File: config.mk
export PLATFORM = sky130hd
export DESIGN_NAME = clug_ctrl
export DESIGN_NICKNAME = d
export VERILOG_FILES = /design/src/rtl/clug_pkg.sv /design/src/rtl/clug_ctrl.sv
export SDC_FILE = /design/constraint.sdc
export NUM_CORES = 1
export LEC_CHECK = 0
export ABC_AREA = 1
export ABC_CLOCK_PERIOD_IN_PS = 2700
export BUFFER_PORTS_ARGS = -buffer_cell sky130_fd_sc_hd__buf_2
export CAP_MARGIN = 20
export CORE_AREA = 10 10 47 49
export DETAILED_ROUTE_END_ITERATION = 8
export DIE_AREA = 0 0 57 59
export GPL_TIMING_DRIVEN = 0
export PLACE_DENSITY = 0.76
export SYNTH_ARGS = -nofsm -noshare
export SYNTH_HDL_FRONTEND = slang
export SYNTH_SLANG_ARGS = --single-unit
export TNS_END_PERCENT = 100
File: constraint.sdc
create_clock -name clock -period 2.7 [get_ports clock]
set_input_delay 0.27 -clock clock [delete_from_list [all_inputs] [get_ports clock]]
set_output_delay 0.27 -clock clock [all_outputs]
set_load 0.02 [all_outputs]
File: src/rtl/clug_pkg.sv
// Shared constants, types and command struct of the combined LCG generator.
package clug_pkg;

   localparam int unsigned SEED_W = 31;

   // Index of each configuration register.
   localparam logic CSR_START_FIRST  = 1'b0;
   localparam logic CSR_START_SECOND = 1'b1;

   // Generator constants; each modulus is a*q + r.
   localparam longint unsigned A1 = 64'd40014;
   localparam longint unsigned Q1 = 64'd53668;
   localparam longint unsigned R1 = 64'd12211;
   localparam longint unsigned M1 = A1 * Q1 + R1;
   localparam longint unsigned A2 = 64'd40692;
   localparam longint unsigned Q2 = 64'd52774;
   localparam longint unsigned R2 = 64'd3791;
   localparam longint unsigned M2 = A2 * Q2 + R2;
   localparam longint unsigned WRAP = 64'd2147483562;

   // Quotient by q through a reciprocal: floor(v * RECIP >> RECIP_SHIFT) is low by at most one.
   localparam int unsigned RECIP_SHIFT = 47;
   localparam longint unsigned RECIP1 = (64'd1 << RECIP_SHIFT) / Q1;
   localparam longint unsigned RECIP2 = (64'd1 << RECIP_SHIFT) / Q2;

   typedef struct packed {
      logic [15:0] mult;
      logic [15:0] divisor;
      logic [31:0] modulus;
      logic [31:0] recip;
   } lane_const_type;

   localparam lane_const_type LANE_FIRST = '{
      mult:    16'(A1),
      divisor: 16'(Q1),
      modulus: 32'(M1),
      recip:   32'(RECIP1)
   };
   localparam lane_const_type LANE_SECOND = '{
      mult:    16'(A2),
      divisor: 16'(Q2),
      modulus: 32'(M2),
      recip:   32'(RECIP2)
   };

   // Commands from the controller to the datapath, at most one step per cycle.
   typedef struct packed {
      logic load;
      logic mul_recip;
      logic mul_kq;
      logic mul_av;
      logic mul_km;
      logic sub;
      logic fix;
      logic out;
   } cmd_type;

endpackage

File: src/rtl/clug_ctrl.sv
// Controller: step sequencer and handshake of both stream channels.
module clug_ctrl (
   input  logic              clock,
   input  logic              reset,
   input  logic              req_tvalid,
   output logic              req_tready,
   output logic              rsp_tvalid,
   input  logic              rsp_tready,
   output clug_pkg::cmd_type cmd
);
   import clug_pkg::*;

   typedef enum logic [7:0] {
      ST_IDLE  = 8'b0000_0001,
      ST_RECIP = 8'b0000_0010,
      ST_KQ    = 8'b0000_0100,
      ST_AV    = 8'b0000_1000,
      ST_KM    = 8'b0001_0000,
      ST_SUB   = 8'b0010_0000,
      ST_FIX   = 8'b0100_0000,
      ST_OUT   = 8'b1000_0000
   } state_type;

   state_type state_ff, state_in;
   logic      rsp_valid_ff, rsp_valid_in;
   logic      slot_free;

   assign slot_free = !rsp_valid_ff || rsp_tready;

   always_comb begin
      state_in = state_ff;
      unique case (state_ff)
         ST_IDLE:  if (req_tvalid) state_in = ST_RECIP;
         ST_RECIP: state_in = ST_KQ;
         ST_KQ:    state_in = ST_AV;
         ST_AV:    state_in = ST_KM;
         ST_KM:    state_in = ST_SUB;
         ST_SUB:   state_in = ST_FIX;
         ST_FIX:   state_in = ST_OUT;
         ST_OUT:   if (slot_free) state_in = ST_IDLE;
         default:  state_in = ST_IDLE;
      endcase
   end

   always_comb begin
      cmd           = '0;
      cmd.load      = (state_ff == ST_IDLE) && req_tvalid;
      cmd.mul_recip = (state_ff == ST_RECIP);
      cmd.mul_kq    = (state_ff == ST_KQ);
      cmd.mul_av    = (state_ff == ST_AV);
      cmd.mul_km    = (state_ff == ST_KM);
      cmd.sub       = (state_ff == ST_SUB);
      cmd.fix       = (state_ff == ST_FIX);
      cmd.out       = (state_ff == ST_OUT) && slot_free;
   end

   assign rsp_valid_in = cmd.out ? 1'b1 : (rsp_tready ? 1'b0 : rsp_valid_ff);

   always_ff @(posedge clock) begin
      if (reset) begin
         state_ff     <= ST_IDLE;
         rsp_valid_ff <= 1'b0;
      end else begin
         state_ff     <= state_in;
         rsp_valid_ff <= rsp_valid_in;
      end
   end

   assign req_tready = (state_ff == ST_IDLE);
   assign rsp_tvalid = rsp_valid_ff;

`ifndef SYNTHESIS
   a_accept_starts: assert property (@(posedge clock) disable iff (reset)
      cmd.load |=> state_ff == ST_RECIP)
      else $error("accepted beat did not start the multiply sequence");

   a_fix_then_out: assert property (@(posedge clock) disable iff (reset)
      state_ff == ST_FIX |=> state_ff == ST_OUT)
      else $error("seed update not followed by output step");

   a_valid_from_out: assert property (@(posedge clock) disable iff (reset)
      $rose(rsp_valid_ff) |-> $past(state_ff == ST_OUT))
      else $error("result beat raised outside the output step");
`endif

endmodule

# Word level (Yosys, flattened, before mapping)
# Index checks and enable logic that the tools add are counted.
[word_totals]
register_bits = 9
in_bits = 4
output_inout_bits = 10
elab_cells = 23
[classes]
eq_ne = 10
mux = 5
n_reduce_logical = 6
[op_table]
columns = ["operator", "count"]
rows = [
  ["case mux 8 bit (8 select lines)", 1],
  ["two-way mux 8 bit", 2],
  ["equality test 8 x 1 -> 1 bit (second input constant)", 1],
  ["equality test 8 x 2 -> 1 bit (second input constant)", 1],
  ["equality test 8 x 3 -> 1 bit (second input constant)", 1],
  ["equality test 8 x 4 -> 1 bit (second input constant)", 1],
  ["equality test 8 x 5 -> 1 bit (second input constant)", 1],
  ["equality test 8 x 6 -> 1 bit (second input constant)", 1],
  ["equality test 8 x 7 -> 1 bit (second input constant)", 1],
  ["equality test 8 bit (second input constant)", 1],
  ["inequality test 2 bit (second input constant)", 2],
  ["logical AND 1 bit", 2],
  ["two-way mux 1 bit", 2],
  ["AND reduction 2 bit", 1],
  ["nonzero test 2 bit", 1],
  ["zero test 1 bit", 1],
  ["logical OR 1 bit", 1],
]

# Logic depth before layout (Yosys ltp)
[depth]
depth_word = 4
ltp_mapped = 8
depth_no_buf = 8

# Worst setup path before layout
# No wires, ideal clock.
[synth_path]
kind = "register to output"
start = "register state_ff[1]"
end = "output port cmd[7] (netlist name)"
arrival_ps = 945
t_required_ps = 2430
path_slack_ps = 1485
path_stages_with_launch = 6
n_path_buf = 0
path_cell_list = "dfxtp_1 -> inv_2 -> nand2_1 -> nor2_2 -> nand2_2 -> nor2_1"
[synth_rtl]
columns = ["element", "line_no", "source"]
rows = [
  ["from (decl)", "clug_ctrl.sv:24", "state_type state_ff, state_in;"],
  ["from (signal assigned)", "clug_ctrl.sv:64", "state_ff <= state_in;"],
  ["to (decl)", "clug_ctrl.sv:9", "output clug_pkg::cmd_type cmd"],
]

==> metrics.md <==
| Metric | Value |
|---|---|
| #FFs+latches synth | 9 |
| PortBufs | 12 |
| Row cnt | 14 |
| Slack of the worst reg-to-reg path | about 1.6 ns |
| Crit path kind | flop to output pin |
| Most frequent cell after synthesis | nand2_1 |
| Clk sinks | 9 |
| Syn_area_per_cell | between 6 and 7 um^2 |
| Static Leak | approximately 0.4 nW |
| Sequential cell area fraction in the yosys report | 0.326 |
| Initial Util | 0.395 |
| Max cap viols | 0 |
| Synth warn | 0 |
| Fillers | around 160 |
| Final GP Congestion | ~0.78 |
| Max FO, Critical Path | 5 |
| Hold_buf cts | 0 |
| WP data arrival | between 1 and 1.5 ns |
| Total wire length | 1.19 mm |
| Syn Inst Count | a little under 90 |
| Clock network fraction of total power | 0.352 |
| Boundary pin count | 14 |
| Synth area leader | dfxtp_1 |
| Remaining DRCs | 0 |
| Top post-synthesis cells by area | dfxtp_1, nand2_1, nor2_1 |
| Via/cell ratio | around 4.4 |
| Synth top area share | 0.326 |
| Tcrit/Tclk final | 0.587 |
| Required @ worst endpoint | roughly 2.4 ns |
| Internal power | 0.215 mW |
| P per Cell Area | roughly 460 nW/um^2 |
| Setup-failing EPs final | 0 |
| Sw power | approximately 0.09 mW |
| CORE AREA | approximately 1400 um^2 |
| # diodes | 0 |
| Die width | roughly 57 um |
| Num CTS Buffers | 3 |
| Root Buffer | clkbuf_4 |
| Gr ovfl total | 0 |
| Kind of capture point of the worst setup path | output pin |
| Synthesized Nets | about 90 |
| Number of flops mapped to enable cells by yosys | 0 |
| Antenna viol nets, final | 0 |
| Pin count of the biggest net entering global routing | 9 |
| Synth Flop Type | dfxtp_1 |
| Syn Std Cell Area | roughly 550 um^2 |
| Setup TNS | 0 ns |
| Fmax | roughly 0.63 GHz |
| Status | complete, no violations |
| Max-slew violation count | 0 |
| Antenna violations before repair | 0 |
| RSZ-0062 raised after global routing | no |
| Total GRT Usage | 0.0807 |
| Drt first-iter violations | 11 |
| First-pass GRT wire length | 2.04 mm |
| Max IR drop VDD | about 0.25 mV |
| Post-cts sizing count | 0 |
| Layout area overhead | 19.2% |
| Layout cells sized above 1 | 0.369 |
| Power, Total | 0.305 mW |
| Die area | roughly 3400 um^2 |
| Max-Slew Margin vs Limit | 0.744 |
| DR vias | 524 |
| Clock Skews | slightly above 0.003 ns |
| Final Hold Viols | 0 |
| Clock tree buffer depth | 2 |
| Hold Crit Class | primary input to flop |
| Skew-Pair Late Insertion Delay | between 0.2 and 0.3 ns |
| Least-Margin Pin Slew | roughly 0.38 ns |
| Sw Share | 0.296 |
| Logic pwr share | 0.191 |
| DR pass1 iterations | 4 |
| Crit path launch type | flop |
| Post-synth cell types | 16 |
| Drt wl/cell | 9.99 um |
| Fin util | 0.471 |
| Clock transition at path regs | about 0.06 ns |
| CTS tree | yes |
| Sequential Power Share | 0.458 |
| Post-DP HPWL | about 930 um |
| Post-CTS setup buffers | 0 |
| Chip height | a little under 60 um |
| Number of global-route vias before repair | just over 500 |
| Post-synth ARST share | 0 |
| CTS H-tree lvls | 1 |
| Final min period | 1.58 ns |
| Final #Nets | approximately 110 |
| Commonest cells post-synth | nand2_1, nor2_1, inv_1 |
kinds of logic (layout without fill, tap and decap cells):
group / count (synthesis) / in the layout / share of synthesized area
AND/OR/NAND/NOR: 53 / 53 / 0.489
AO/OA/AOI/OAI: 1 / 1 / 0.00904
flip-flops: 9 / 9 / 0.326
buffers and inverters: 24 / 40 / 0.176
stage by stage:
stage	hold WS, ns	area (um^2)	setup WS [ns]	std cells
5_1_grt	0.307	659	1.01	119
4_1_cts	0.284	659	1.10	119
3_3_place_gp	0.526	633	1.41	115
2_1_floorplan	0.450	553	1.49	87
3_5_place_dp	0.523	633	1.41	115
6_report	0.288	659	1.12	119
final timing paths:
kind / to / cells after the start / startpoint
setup / recovery: cmd[0] / 7 / state_ff[1]
hold / removal: state_ff[1] / 3 / req_tvalid
setup reg to reg: state_ff[0] / 8 / state_ff[1]
hold reg to reg: state_ff[2] / 2 / state_ff[1]
placed cells by master (no fill, tap or decap):
master and count:
buf_2 12, clkbuf_1 2, nand2_2 4, nand3_1 3, nand3_2 1, a21oi_1 1, buf_4 2, dfxtp_1 9
nor3_1 2, nor2_2 5, nand2_4 2, nor2_1 16, clkbuf_4 3, inv_2 8, inv_1 13, nand4_1 2
nor2_8 1, nand2_1 17
sequential cells by signal, indices dropped and copies added, names as in the netlist:
| register | flops |
|---|---|
| rsp_tvalid | 1 |
| state_ff | 8 |
cell type report:
type / count / area, um^2 / area share
Tap cell: 16 / 20.0 / 0.0304
Inverter: 21 / 78.8 / 0.120
Multi-Input combinational cell: 54 / 275 / 0.417
Sequential cell: 9 / 180 / 0.273
Buffer: 3 / 18.8 / 0.0285
Clock buffer: 4 / 26.3 / 0.0398
Timing Repair Buffer: 12 / 60.1 / 0.0911
per-layer routing:
metal | part of all wire | global-route usage | up-vias
met4 | 0.046 | 0.0906 | 0
met5 | 0 | 0 | -
met3 | 0.089 | 0.0472 | 6
met1 | 0.45 | 0.0695 | 222
met2 | 0.41 | 0.122 | 16
li1 | - | - | 280
power groups by stage:
stage                     clock network (mW)  registers, mW  logic, mW
after global placement                     0          0.143     0.0580
after global routing                   0.119          0.140     0.0656
after detailed placement                   0          0.143     0.0585
after floorplan                            0          0.142     0.0469
after CTS                              0.111          0.140     0.0594
final                                  0.107          0.140     0.0581
critical path, cell delays in order, from the launching register on:
cell,delay (ns)
dfxtp_1,0.33
inv_2,0.08
nand2_4,0.07
nor2_8,0.14
nand2_1,0.07
nor2_2,0.09
buf_4,0.11
buf_2,0.15
(Power assumes the default switching activity.)
